<file path="config.mk">
export PLATFORM = sky130hd
export DESIGN_NAME = channel_macro_sequencer_core
export DESIGN_NICKNAME = d
export VERILOG_FILES = /design/src/hw/rtl/cms_pkg.sv /design/src/hw/rtl/cms_mul_unit.sv /design/src/hw/rtl/cms_chan_regs.sv /design/src/hw/rtl/channel_macro_sequencer_core.sv
export SDC_FILE = /design/constraint.sdc
export NUM_CORES = 2
export LEC_CHECK = 0
export BUFFER_PORTS_ARGS = -buffer_cell sky130_fd_sc_hd__buf_2
export CORE_ASPECT_RATIO = 0.7
export CORE_MARGIN = 2
export CORE_UTILIZATION = 40
export DETAILED_ROUTE_END_ITERATION = 7
export MAX_ROUTING_LAYER = met4
export PLACE_DENSITY_LB_ADDON = 0.12
export SYNTH_ARGS = -nofsm -noshare
export SYNTH_HDL_FRONTEND = slang
export SYNTH_SLANG_ARGS = --single-unit
</file>
<file path="constraint.sdc">
create_clock -name clk_i -period 24 [get_ports clk_i]
set_input_delay 1.2 -clock clk_i [delete_from_list [all_inputs] [get_ports clk_i]]
set_output_delay 1.2 -clock clk_i [all_outputs]
set_load 0.01 [all_outputs]
</file>
<file path="src/hw/rtl/cms_pkg.sv">
// Package for the channel macro sequencer: beat structs, macro entry type,
// controller states, mode and register codes, and arithmetic constants.
// No dependencies.
package cms_pkg;

  localparam int unsigned PULSE_W  = 12;
  localparam int unsigned TIME_W   = 32;
  localparam int unsigned SLOT_W   = 3;
  localparam int unsigned CFG_IDX_W = 1;

  // Shared multiply-add unit geometry: position times span fits in 20 bits,
  // and the reciprocal of 180 needs 21 bits.
  localparam int unsigned MUL_A_W  = 20;
  localparam int unsigned MUL_B_W  = 21;
  localparam int unsigned PROD_W   = MUL_A_W + MUL_B_W;
  localparam int unsigned QUOT_W   = 13;

  // floor(x / 180) == (x * RECIP_180) >> RECIP_SHIFT for every x below 2**20.
  localparam logic [MUL_B_W-1:0] RECIP_180   = 21'd1491309;
  localparam int unsigned        RECIP_SHIFT = 28;
  localparam logic [MUL_B_W-1:0] MS_PER_UNIT = 21'd100;

  localparam logic [PULSE_W-1:0] MIN_PULSE_RST = 12'd1000;
  localparam logic [PULSE_W-1:0] MAX_PULSE_RST = 12'd2000;
  localparam logic [PULSE_W-1:0] PULSE_MAX     = 12'hFFF;

  localparam logic [CFG_IDX_W-1:0] REG_MIN_PULSE = 1'b0;
  localparam logic [CFG_IDX_W-1:0] REG_MAX_PULSE = 1'b1;

  localparam logic [1:0] MODE_SET  = 2'd0;
  localparam logic [1:0] MODE_LOAD = 2'd1;
  localparam logic [1:0] MODE_TICK = 2'd2;

  // Flag bits of a macro.
  localparam int unsigned FLAG_RUN    = 0;
  localparam int unsigned FLAG_ACTIVE = 1;

  typedef struct packed {
    logic [1:0]         mode;
    logic [3:0]         channel;
    logic [PULSE_W-1:0] pulse_value;
    logic [2:0]         macro_index;
    logic [4:0]         trigger_channel;
    logic [4:0]         move_channel;
    logic [7:0]         move_position;
    logic [7:0]         start_delay;
    logic [7:0]         run_duration;
    logic [TIME_W-1:0]  now_ms;
  } in_beat_t;

  typedef struct packed {
    logic [SLOT_W-1:0]  slot;
    logic               wrote;
    logic [3:0]         out_channel;
    logic [PULSE_W-1:0] out_value;
    logic               last;
  } out_beat_t;

  typedef struct packed {
    logic [4:0] trig;
    logic [4:0] move;
    logic [7:0] pos;
    logic [7:0] delay;
    logic [7:0] dur;
  } macro_t;

  typedef enum logic [3:0] {
    ST_IDLE,
    ST_EVAL,
    ST_START,
    ST_STOP,
    ST_SAVE,
    ST_CHECK,
    ST_MUL1,
    ST_MUL2,
    ST_MAP,
    ST_OUT
  } state_e;

endpackage

</file>
<file path="src/hw/rtl/cms_mul_unit.sv">
// Shared multiply-add unit of the channel macro sequencer: a registered
// product and a registered 32-bit sum of the product's low word and an addend.
// Depends on cms_pkg.
module cms_mul_unit (
  input  logic                              clk_i,
  input  logic [cms_pkg::MUL_A_W-1:0]       a_i,
  input  logic [cms_pkg::MUL_B_W-1:0]       b_i,
  input  logic [cms_pkg::TIME_W-1:0]        c_i,
  output logic [cms_pkg::PROD_W-1:0]        prod_o,
  output logic [cms_pkg::TIME_W-1:0]        sum_o
);

  logic [cms_pkg::PROD_W-1:0] prod_d, prod_q;
  logic [cms_pkg::TIME_W-1:0] sum_d, sum_q;

  always_comb begin
    prod_d = cms_pkg::PROD_W'(a_i) * cms_pkg::PROD_W'(b_i);
    sum_d  = prod_d[cms_pkg::TIME_W-1:0] + c_i;
  end

  always_ff @(posedge clk_i) begin
    prod_q <= prod_d;
    sum_q  <= sum_d;
  end

  assign prod_o = prod_q;
  assign sum_o  = sum_q;

endmodule

</file>
<file path="src/hw/rtl/cms_chan_regs.sv">
// Channel pulse value register file of the channel macro sequencer:
// one write port, one read port, cleared by reset.
// Depends on cms_pkg.
module cms_chan_regs #(
  parameter int unsigned NUM_CHANNELS = 16
) (
  input  logic                             clk_i,
  input  logic                             rst_ni,
  input  logic                             we_i,
  input  logic [$clog2(NUM_CHANNELS)-1:0]  waddr_i,
  input  logic [cms_pkg::PULSE_W-1:0]      wdata_i,
  input  logic [$clog2(NUM_CHANNELS)-1:0]  raddr_i,
  output logic [cms_pkg::PULSE_W-1:0]      rdata_o
);

  logic [cms_pkg::PULSE_W-1:0] vals_q [NUM_CHANNELS];

  always_ff @(posedge clk_i or negedge rst_ni) begin
    if (!rst_ni) begin
      for (int i = 0; i < NUM_CHANNELS; i++) begin
        vals_q[i] <= '0;
      end
    end else if (we_i) begin
      vals_q[waddr_i] <= wdata_i;
    end
  end

  assign rdata_o = vals_q[raddr_i];

endmodule

</file>
<file path="src/hw/rtl/channel_macro_sequencer_core.sv">
// Top level of the channel macro sequencer: controller, macro table and
// timers. Depends on cms_pkg, cms_mul_unit and cms_chan_regs.
//
// A channel write or a macro load is done as its beat is accepted. A tick
// is accepted and then walks the macros in slot order, emitting one result
// beat per macro. Every macro passes through ST_EVAL and ST_OUT; one whose
// trigger holds also passes ST_CHECK to check its time window. One that starts
// also passes ST_START, ST_STOP and ST_SAVE for its start and stop times, and
// one that overrides its channel also passes ST_MUL1, ST_MUL2 and ST_MAP for
// the position mapping. Each result beat waits in ST_OUT for the consumer.
// The single multiply-add unit computes the times and the mapping (product,
// then division by 180 as a reciprocal multiply). No input beat is taken
// while a tick is in progress.
module channel_macro_sequencer_core #(
  parameter int unsigned NUM_MACROS   = 8,
  parameter int unsigned NUM_CHANNELS = 16
) (
  input  logic                              clk_i,
  input  logic                              rst_ni,
  input  logic                              cfg_we_i,
  input  logic [cms_pkg::CFG_IDX_W-1:0]     cfg_idx_i,
  input  logic [cms_pkg::PULSE_W-1:0]       cfg_data_i,
  input  logic                              in_valid_i,
  output logic                              in_ready_o,
  input  cms_pkg::in_beat_t                 in_beat_i,
  output logic                              out_valid_o,
  input  logic                              out_ready_i,
  output cms_pkg::out_beat_t                out_beat_o
);

  localparam int unsigned MAC_W = (NUM_MACROS > 1) ? $clog2(NUM_MACROS) : 1;
  localparam int unsigned CH_W  = $clog2(NUM_CHANNELS);
  localparam logic [5:0]  NUM_CH_L  = 6'(NUM_CHANNELS);
  localparam logic [5:0]  NUM_MAC_L = 6'(NUM_MACROS);
  localparam logic [MAC_W-1:0] LAST_IDX = MAC_W'(NUM_MACROS - 1);

  // Configuration registers.
  logic [cms_pkg::PULSE_W-1:0] min_q, max_q;

  always_ff @(posedge clk_i or negedge rst_ni) begin
    if (!rst_ni) begin
      min_q <= cms_pkg::MIN_PULSE_RST;
      max_q <= cms_pkg::MAX_PULSE_RST;
    end else if (cfg_we_i) begin
      unique case (cfg_idx_i)
        cms_pkg::REG_MIN_PULSE: min_q <= cfg_data_i;
        cms_pkg::REG_MAX_PULSE: max_q <= cfg_data_i;
        default: ;
      endcase
    end
  end

  // Controller and macro state.
  cms_pkg::state_e state_q, state_d;
  logic [MAC_W-1:0]             idx_q, idx_d;
  logic [cms_pkg::TIME_W-1:0]   now_q;
  cms_pkg::macro_t              macro_q [NUM_MACROS];
  logic [1:0]                   flags_q [NUM_MACROS];
  logic [cms_pkg::TIME_W-1:0]   start_q [NUM_MACROS];
  logic [cms_pkg::TIME_W-1:0]   stop_q  [NUM_MACROS];
  cms_pkg::out_beat_t           res_q, res_d;

  logic in_acc;
  assign in_ready_o = (state_q == cms_pkg::ST_IDLE);
  assign in_acc     = in_valid_i && in_ready_o;

  // Current entry and its derived values.
  cms_pkg::macro_t             ent;
  logic [1:0]                  flags_cur, flags_chk;
  logic [cms_pkg::TIME_W-1:0]  start_cur, stop_cur;
  logic [4:0]                  trig_idx, move_idx;
  logic                        trig_en, move_ok, hit;
  logic [cms_pkg::PULSE_W-1:0] trig_val;

  assign ent       = macro_q[idx_q];
  assign flags_cur = flags_q[idx_q];
  assign start_cur = start_q[idx_q];
  assign stop_cur  = stop_q[idx_q];
  assign trig_idx  = ent.trig - 5'd1;
  assign move_idx  = ent.move - 5'd1;
  assign trig_en   = (ent.trig != 5'd0) && ({1'b0, trig_idx} < NUM_CH_L);
  assign move_ok   = (ent.move != 5'd0) && ({1'b0, move_idx} < NUM_CH_L);
  // value >= max_pulse - 1, with a max_pulse of zero triggering on anything.
  assign hit = ({1'b0, trig_val} + 13'd1) >= {1'b0, max_q};

  always_comb begin
    flags_chk = flags_cur;
    if (now_q >= start_cur) flags_chk[cms_pkg::FLAG_ACTIVE] = 1'b1;
    if (now_q >= stop_cur)  flags_chk[cms_pkg::FLAG_ACTIVE] = 1'b0;
  end

  // Position mapping: min + (pos * (max - min)) / 180, truncated toward zero and clamped to 0..4095.
  logic signed [12:0]           span_s;
  logic                         span_neg;
  logic [cms_pkg::PULSE_W-1:0]  span_mag;
  logic [cms_pkg::QUOT_W-1:0]   quot;
  logic signed [14:0]           map_s;
  logic [cms_pkg::PULSE_W-1:0]  map_val;
  logic [cms_pkg::PROD_W-1:0]   unit_prod;
  logic [cms_pkg::TIME_W-1:0]   unit_sum;

  always_comb begin
    span_s   = $signed({1'b0, max_q}) - $signed({1'b0, min_q});
    span_neg = span_s[12];
    span_mag = span_neg ? cms_pkg::PULSE_W'(-span_s) : span_s[11:0];
    quot     = unit_prod[cms_pkg::RECIP_SHIFT +: cms_pkg::QUOT_W];
    if (span_neg) begin
      map_s = $signed({3'b000, min_q}) - $signed({2'b00, quot});
    end else begin
      map_s = $signed({3'b000, min_q}) + $signed({2'b00, quot});
    end
    if (map_s < 15'sd0) begin
      map_val = '0;
    end else if (map_s > 15'sd4095) begin
      map_val = cms_pkg::PULSE_MAX;
    end else begin
      map_val = map_s[11:0];
    end
  end

  // Shared unit.
  logic [cms_pkg::MUL_A_W-1:0] op_a;
  logic [cms_pkg::MUL_B_W-1:0] op_b;
  logic [cms_pkg::TIME_W-1:0]  op_c;

  cms_mul_unit u_mul (
    .clk_i  (clk_i),
    .a_i    (op_a),
    .b_i    (op_b),
    .c_i    (op_c),
    .prod_o (unit_prod),
    .sum_o  (unit_sum)
  );

  // Channel store.
  logic                        ch_we;
  logic [CH_W-1:0]             ch_waddr;
  logic [cms_pkg::PULSE_W-1:0] ch_wdata;

  cms_chan_regs #(
    .NUM_CHANNELS (NUM_CHANNELS)
  ) u_chan (
    .clk_i   (clk_i),
    .rst_ni  (rst_ni),
    .we_i    (ch_we),
    .waddr_i (ch_waddr),
    .wdata_i (ch_wdata),
    .raddr_i (CH_W'(trig_idx)),
    .rdata_o (trig_val)
  );

  // Next state.
  always_comb begin
    state_d = state_q;
    unique case (state_q)
      cms_pkg::ST_IDLE: begin
        if (in_acc && in_beat_i.mode == cms_pkg::MODE_TICK) state_d = cms_pkg::ST_EVAL;
      end
      cms_pkg::ST_EVAL: begin
        if (!trig_en || !hit) state_d = cms_pkg::ST_OUT;
        else if (flags_cur == 2'b00) state_d = cms_pkg::ST_START;
        else state_d = cms_pkg::ST_CHECK;
      end
      cms_pkg::ST_START: state_d = cms_pkg::ST_STOP;
      cms_pkg::ST_STOP:  state_d = cms_pkg::ST_SAVE;
      cms_pkg::ST_SAVE:  state_d = cms_pkg::ST_CHECK;
      cms_pkg::ST_CHECK: begin
        if (flags_chk[cms_pkg::FLAG_ACTIVE] && move_ok) state_d = cms_pkg::ST_MUL1;
        else state_d = cms_pkg::ST_OUT;
      end
      cms_pkg::ST_MUL1:  state_d = cms_pkg::ST_MUL2;
      cms_pkg::ST_MUL2:  state_d = cms_pkg::ST_MAP;
      cms_pkg::ST_MAP:   state_d = cms_pkg::ST_OUT;
      cms_pkg::ST_OUT: begin
        if (out_ready_i) state_d = (idx_q == LAST_IDX) ? cms_pkg::ST_IDLE : cms_pkg::ST_EVAL;
      end
      default: state_d = cms_pkg::ST_IDLE;
    endcase
  end

  // Controller outputs.
  logic       flags_we, start_we, stop_we, res_ld;
  logic [1:0] flags_wd;
  logic       res_wrote;

  always_comb begin
    flags_we  = 1'b0;
    flags_wd  = 2'b00;
    start_we  = 1'b0;
    stop_we   = 1'b0;
    res_ld    = 1'b0;
    res_wrote = 1'b0;
    op_a      = '0;
    op_b      = '0;
    op_c      = '0;
    ch_we     = 1'b0;
    ch_waddr  = CH_W'(in_beat_i.channel);
    ch_wdata  = in_beat_i.pulse_value;
    idx_d     = idx_q;
    unique case (state_q)
      cms_pkg::ST_IDLE: begin
        idx_d = '0;
        ch_we = in_acc && (in_beat_i.mode == cms_pkg::MODE_SET) &&
                ({2'b00, in_beat_i.channel} < NUM_CH_L);
      end
      cms_pkg::ST_EVAL: begin
        if (!trig_en) begin
          res_ld = 1'b1;
        end else if (!hit) begin
          flags_we = 1'b1;
          res_ld   = 1'b1;
        end else if (flags_cur == 2'b00) begin
          flags_we = 1'b1;
          flags_wd = 2'b01;
        end
      end
      cms_pkg::ST_START: begin
        op_a = cms_pkg::MUL_A_W'(ent.delay);
        op_b = cms_pkg::MS_PER_UNIT;
        op_c = now_q;
      end
      cms_pkg::ST_STOP: begin
        start_we = 1'b1;
        op_a     = cms_pkg::MUL_A_W'(ent.dur);
        op_b     = cms_pkg::MS_PER_UNIT;
        op_c     = unit_sum;
      end
      cms_pkg::ST_SAVE: stop_we = 1'b1;
      cms_pkg::ST_CHECK: begin
        flags_we = 1'b1;
        flags_wd = flags_chk;
        res_ld   = !(flags_chk[cms_pkg::FLAG_ACTIVE] && move_ok);
      end
      cms_pkg::ST_MUL1: begin
        op_a = cms_pkg::MUL_A_W'(ent.pos);
        op_b = cms_pkg::MUL_B_W'(span_mag);
      end
      cms_pkg::ST_MUL2: begin
        op_a = unit_prod[cms_pkg::MUL_A_W-1:0];
        op_b = cms_pkg::RECIP_180;
      end
      cms_pkg::ST_MAP: begin
        ch_we     = 1'b1;
        ch_waddr  = CH_W'(move_idx);
        ch_wdata  = map_val;
        res_ld    = 1'b1;
        res_wrote = 1'b1;
      end
      cms_pkg::ST_OUT: begin
        if (out_ready_i && idx_q != LAST_IDX) idx_d = idx_q + MAC_W'(1);
      end
      default: ;
    endcase
  end

  always_comb begin
    res_d.slot        = cms_pkg::SLOT_W'(idx_q);
    res_d.wrote       = res_wrote;
    res_d.out_channel = res_wrote ? move_idx[3:0] : 4'd0;
    res_d.out_value   = res_wrote ? map_val : '0;
    res_d.last        = (idx_q == LAST_IDX);
  end

  always_ff @(posedge clk_i or negedge rst_ni) begin
    if (!rst_ni) begin
      state_q <= cms_pkg::ST_IDLE;
      idx_q   <= '0;
    end else begin
      state_q <= state_d;
      idx_q   <= idx_d;
    end
  end

  always_ff @(posedge clk_i) begin
    if (in_acc) now_q <= in_beat_i.now_ms;
    if (res_ld) res_q <= res_d;
  end

  // Macro table, flags and timers.
  logic load_we;
  assign load_we = in_acc && (in_beat_i.mode == cms_pkg::MODE_LOAD) &&
                   ({3'b000, in_beat_i.macro_index} < NUM_MAC_L);

  always_ff @(posedge clk_i or negedge rst_ni) begin
    if (!rst_ni) begin
      for (int i = 0; i < NUM_MACROS; i++) begin
        macro_q[i] <= '0;
        flags_q[i] <= 2'b00;
        start_q[i] <= '0;
        stop_q[i]  <= '0;
      end
    end else begin
      if (load_we) begin
        macro_q[MAC_W'(in_beat_i.macro_index)] <= '{
          trig:  in_beat_i.trigger_channel,
          move:  in_beat_i.move_channel,
          pos:   in_beat_i.move_position,
          delay: in_beat_i.start_delay,
          dur:   in_beat_i.run_duration
        };
        flags_q[MAC_W'(in_beat_i.macro_index)] <= 2'b00;
      end
      if (flags_we) flags_q[idx_q] <= flags_wd;
      if (start_we) start_q[idx_q] <= unit_sum;
      if (stop_we)  stop_q[idx_q]  <= unit_sum;
    end
  end

  assign out_valid_o = (state_q == cms_pkg::ST_OUT);
  assign out_beat_o  = res_q;

  // A tick always starts its walk at the first macro.
  a_tick_start: assert property (@(posedge clk_i) disable iff (!rst_ni)
    (in_acc && in_beat_i.mode == cms_pkg::MODE_TICK) |=>
      (state_q == cms_pkg::ST_EVAL && idx_q == '0))
    else $error("tick did not start at the first macro");

  // The last beat of a tick returns the block to accepting input.
  a_last_frees: assert property (@(posedge clk_i) disable iff (!rst_ni)
    (out_valid_o && out_ready_i && out_beat_o.last) |=> in_ready_o)
    else $error("block not ready after last beat of a tick");

  // An override is reported only for a macro whose active flag is set.
  a_wrote_active: assert property (@(posedge clk_i) disable iff (!rst_ni)
    (out_valid_o && out_beat_o.wrote) |-> flags_q[idx_q][cms_pkg::FLAG_ACTIVE])
    else $error("override reported for an inactive macro");

  // The beat being presented always reports the macro under the walk.
  a_slot_match: assert property (@(posedge clk_i) disable iff (!rst_ni)
    out_valid_o |-> (out_beat_o.slot == cms_pkg::SLOT_W'(idx_q)))
    else $error("result slot does not match the walked macro");

endmodule
</file>
==> reports/qor.txt <==
clock tree sinks = 1,141
sequential share of the synthesized area = 44.3%
hold_sp = macro_q[61]
worst reg-to-reg setup slack = 12.04 ns
biggest area consumer among synthesized cells = dfrtp_1
hold depth = 2
worst r2r src = min_q[0]
Max VDD drop = 0.0000715 V
final worst slack = 12.04 ns
Yosys warnings = 0
antenna violations before repair = 11
hold path endpoint = macro_q[61]
vias in the first global route = 44.7k
first-pass GRT wire length = 301,000 um
dpl cells = 7,630
critical path class = register to register
Post-synth ARST share = 89.7%
Total GRT Usage = 25.0%
core box area = 160,000 um2
Post-synth top flop = dfrtp_1
Int Power = 4230 uW
worst min path class = register to register
Fin Setup TNS = 0 ns
WL per Instance = 25.2 um
CP max stage cell = xnor2_1
drt initial violations = 3,621
Root Driver = clkbuf_16
synth unique cells = 94
maxcap violations = 0
Req. time, crit path = 24.69 ns
Worst-path clk slew = 0.06 ns
Register Area = 28,500 um2
Slew @ Worst Pin = 1.25 ns
grt ovf = 0
share of cells above drive strength 1 = 24.9%
Non-Filler Instances = 7,854
Post-CTS Setup Inserts = 0
total CTS buffers = 117
via count = 43.6k
count leader, synth = dfrtp_1
drt total wl = 198,000 um
Worst path max stage delay = 0.79 ns
Post-synth EDFFs = 53
CP Buf/Inv Count = 5
CTS tree = built
Post-synth top cells = dfrtp_1, mux2_2, nand2_1
Gate power share = 33.7%
initial core utilization = 40.2%
cell depth of the worst flop-to-flop path = 42
Synth area leaders = dfrtp_1, mux2_2, fa_1
multi-input logic area = 33,400 um2
Die X = 484 um
clock power share = 29.7%
TritonRoute pass-1 iters = 5
max-slew violations = 0
register share of total power = 36.7%
hold_buf cts = 0
# H-tree levels = 3
Via density = 5.55
layout net count = 6,332
Period Utilization, post-route = 49.9%
crit-path max FO = 12
Crit. End Element = register
GP Congestion = 0.906
Setup Slack @ Placement = 12.10 ns
largest net degree at the start of global routing = 169
Sw Pwr = 2520 uW
FF+latch count, synth = 1,141
DIE AREA = 164,000 um2
PwrDens = 93.8 nW/um2
Final Critical Period = 11.96 ns
status = complete, no violations
syn avg cell area = 11.7 um2
clock skew = 0.106 ns
Setup crit start = min_q[0]
post-cts resize count = 0
antenna viol nets, final = 0
delay-heaviest family, CP = adder cells
sw frac = 37.4%
Top cell by count, worst path = fa_1
port bufs = 127
synthesized area = 64,400 um2
number of remaining DRC errors = 0
area delta synth->final = 11.7%
crit path DAT = 12.65 ns
Setup-failing EPs final = 0
R2R Path End = u_mul.sum_o[30]
Fin. Hold Viols = 0
clk_lat worst skew = 0.83 ns
Core Rows = 123
IO Count = 128
leakage power = 0.0355 uW
CP Launch Type = register
unrepaired setup endpoints after global routing = false
Rel. slew slack = 15.6%
f_max = 83.6 MHz
post-synth top area share = 39.3%
# fillers = 14.9k
height of the die = 340 um
clk buf depth = 3
Mapped Cells = 5,513
final HPWL from detailed placement = 130,000 um
[sequential cells by signal (all words and copies together), names as in the netlist]
register,count
stop_q,256
max_q,12
u_mul.sum_o,32
macro_q,272
u_chan.vals_q,192
min_q,12
start_q,256
flags_q,16
out_beat_o,21
idx_q,3
state_q,4
u_mul.prod_o,33
now_q,32
[power by group through the flow]
stage / Clock (uW) / Sequential [uW] / Combinational [uW]
after detailed placement: 0 / 2500 / 2260
after floorplan: 0 / 2380 / 1520
after global placement: 0 / 2500 / 2240
after CTS: 2050 / 2470 / 2270
after global routing: 2130 / 2510 / 2470
final: 2000 / 2470 / 2270
[per-stage QoR]
step / hold WS (ns) / util (%) / area, um2 / total power, uW
finish: 0.474 / 44.9 / 71900 / 6750
global route: 0.497 / 44.9 / 71900 / 7100
CTS: 0.478 / 44.9 / 71900 / 6790
detailed placement: 0.463 / 42.3 / 67700 / 4760
global placement: 0.457 / 42.3 / 67700 / 4740
floorplan: 0.440 / - / 64700 / 3900
[layout by cell type, fill, tap and decap left out, types with 38 or more instances in the layout]
cell,count
dfrtp_1,1011
mux2_2,857
nand2_1,585
inv_1,483
ha_1,340
a22oi_1,313
fa_1,263
buf_2,126
a21oi_1,123
clkbuf_16,120
nor2_1,112
o21ai_0,106
buf_4,83
conb_1,72
a22o_1,66
dfxtp_1,65
mux4_2,58
xnor2_1,56
a21o_1,54
edfxtp_1,53
and4_1,43
nor3_1,42
nand3_1,40
and2_1,38
and3_1,38
a221oi_1,38
[tightest hold or removal path, stage by stage, from the launching register on]
cell	delay, ns
dfrtp_1	0.34
nand2_1	0.05
nand2_1	0.05
[logic make-up (layout without fill, tap and decap cells)]
| logic type | count (synthesis) | after routing | synth area share [%] |
|---|---|---|---|
| AOI/OAI and AO/OA | 887 | 887 | 9.90 |
| other | 2 | 73 | 0.0117 |
| and+or+nand+nor | 1083 | 1083 | 7.83 |
| xor gates and xnor gates | 91 | 91 | 1.27 |
| muxes | 929 | 929 | 17.3 |
| buffers and inverters | 777 | 922 | 4.65 |
| adders and majority gates | 603 | 603 | 14.8 |
| DFF | 1141 | 1141 | 44.3 |
[final cells by class]
cell class              count  area share (%)
multi-input cells        3665            46.4
flip-flops and latches   1141            39.6
clock buffers             156            4.56
well taps                2125            3.70
inverters                 485            2.53
repair buffers            214            1.88
clock inverters            67            1.29
diodes                      1         0.00348
[metal layers]
layer	track usage [%]	part of all wire (%)
met5	-	0
met4	4.47	1.8
met3	3.34	4.5
met2	36.0	43
met1	37.7	51
[worst max-delay path by stage]
stage | end | slack [ns] | cells past startpoint
CTS | u_mul.sum_o[30] | 12.09 | 40
detailed placement | u_mul.sum_o[30] | 12.10 | 40
floorplan | u_mul.sum_o[30] | 13.82 | 43
global placement | u_mul.sum_o[30] | 12.26 | 42
finish | u_mul.sum_o[30] | 12.04 | 42
global route | u_mul.sum_o[30] | 11.29 | 43
No activity file was read; power rests on OpenSTA's default activity.
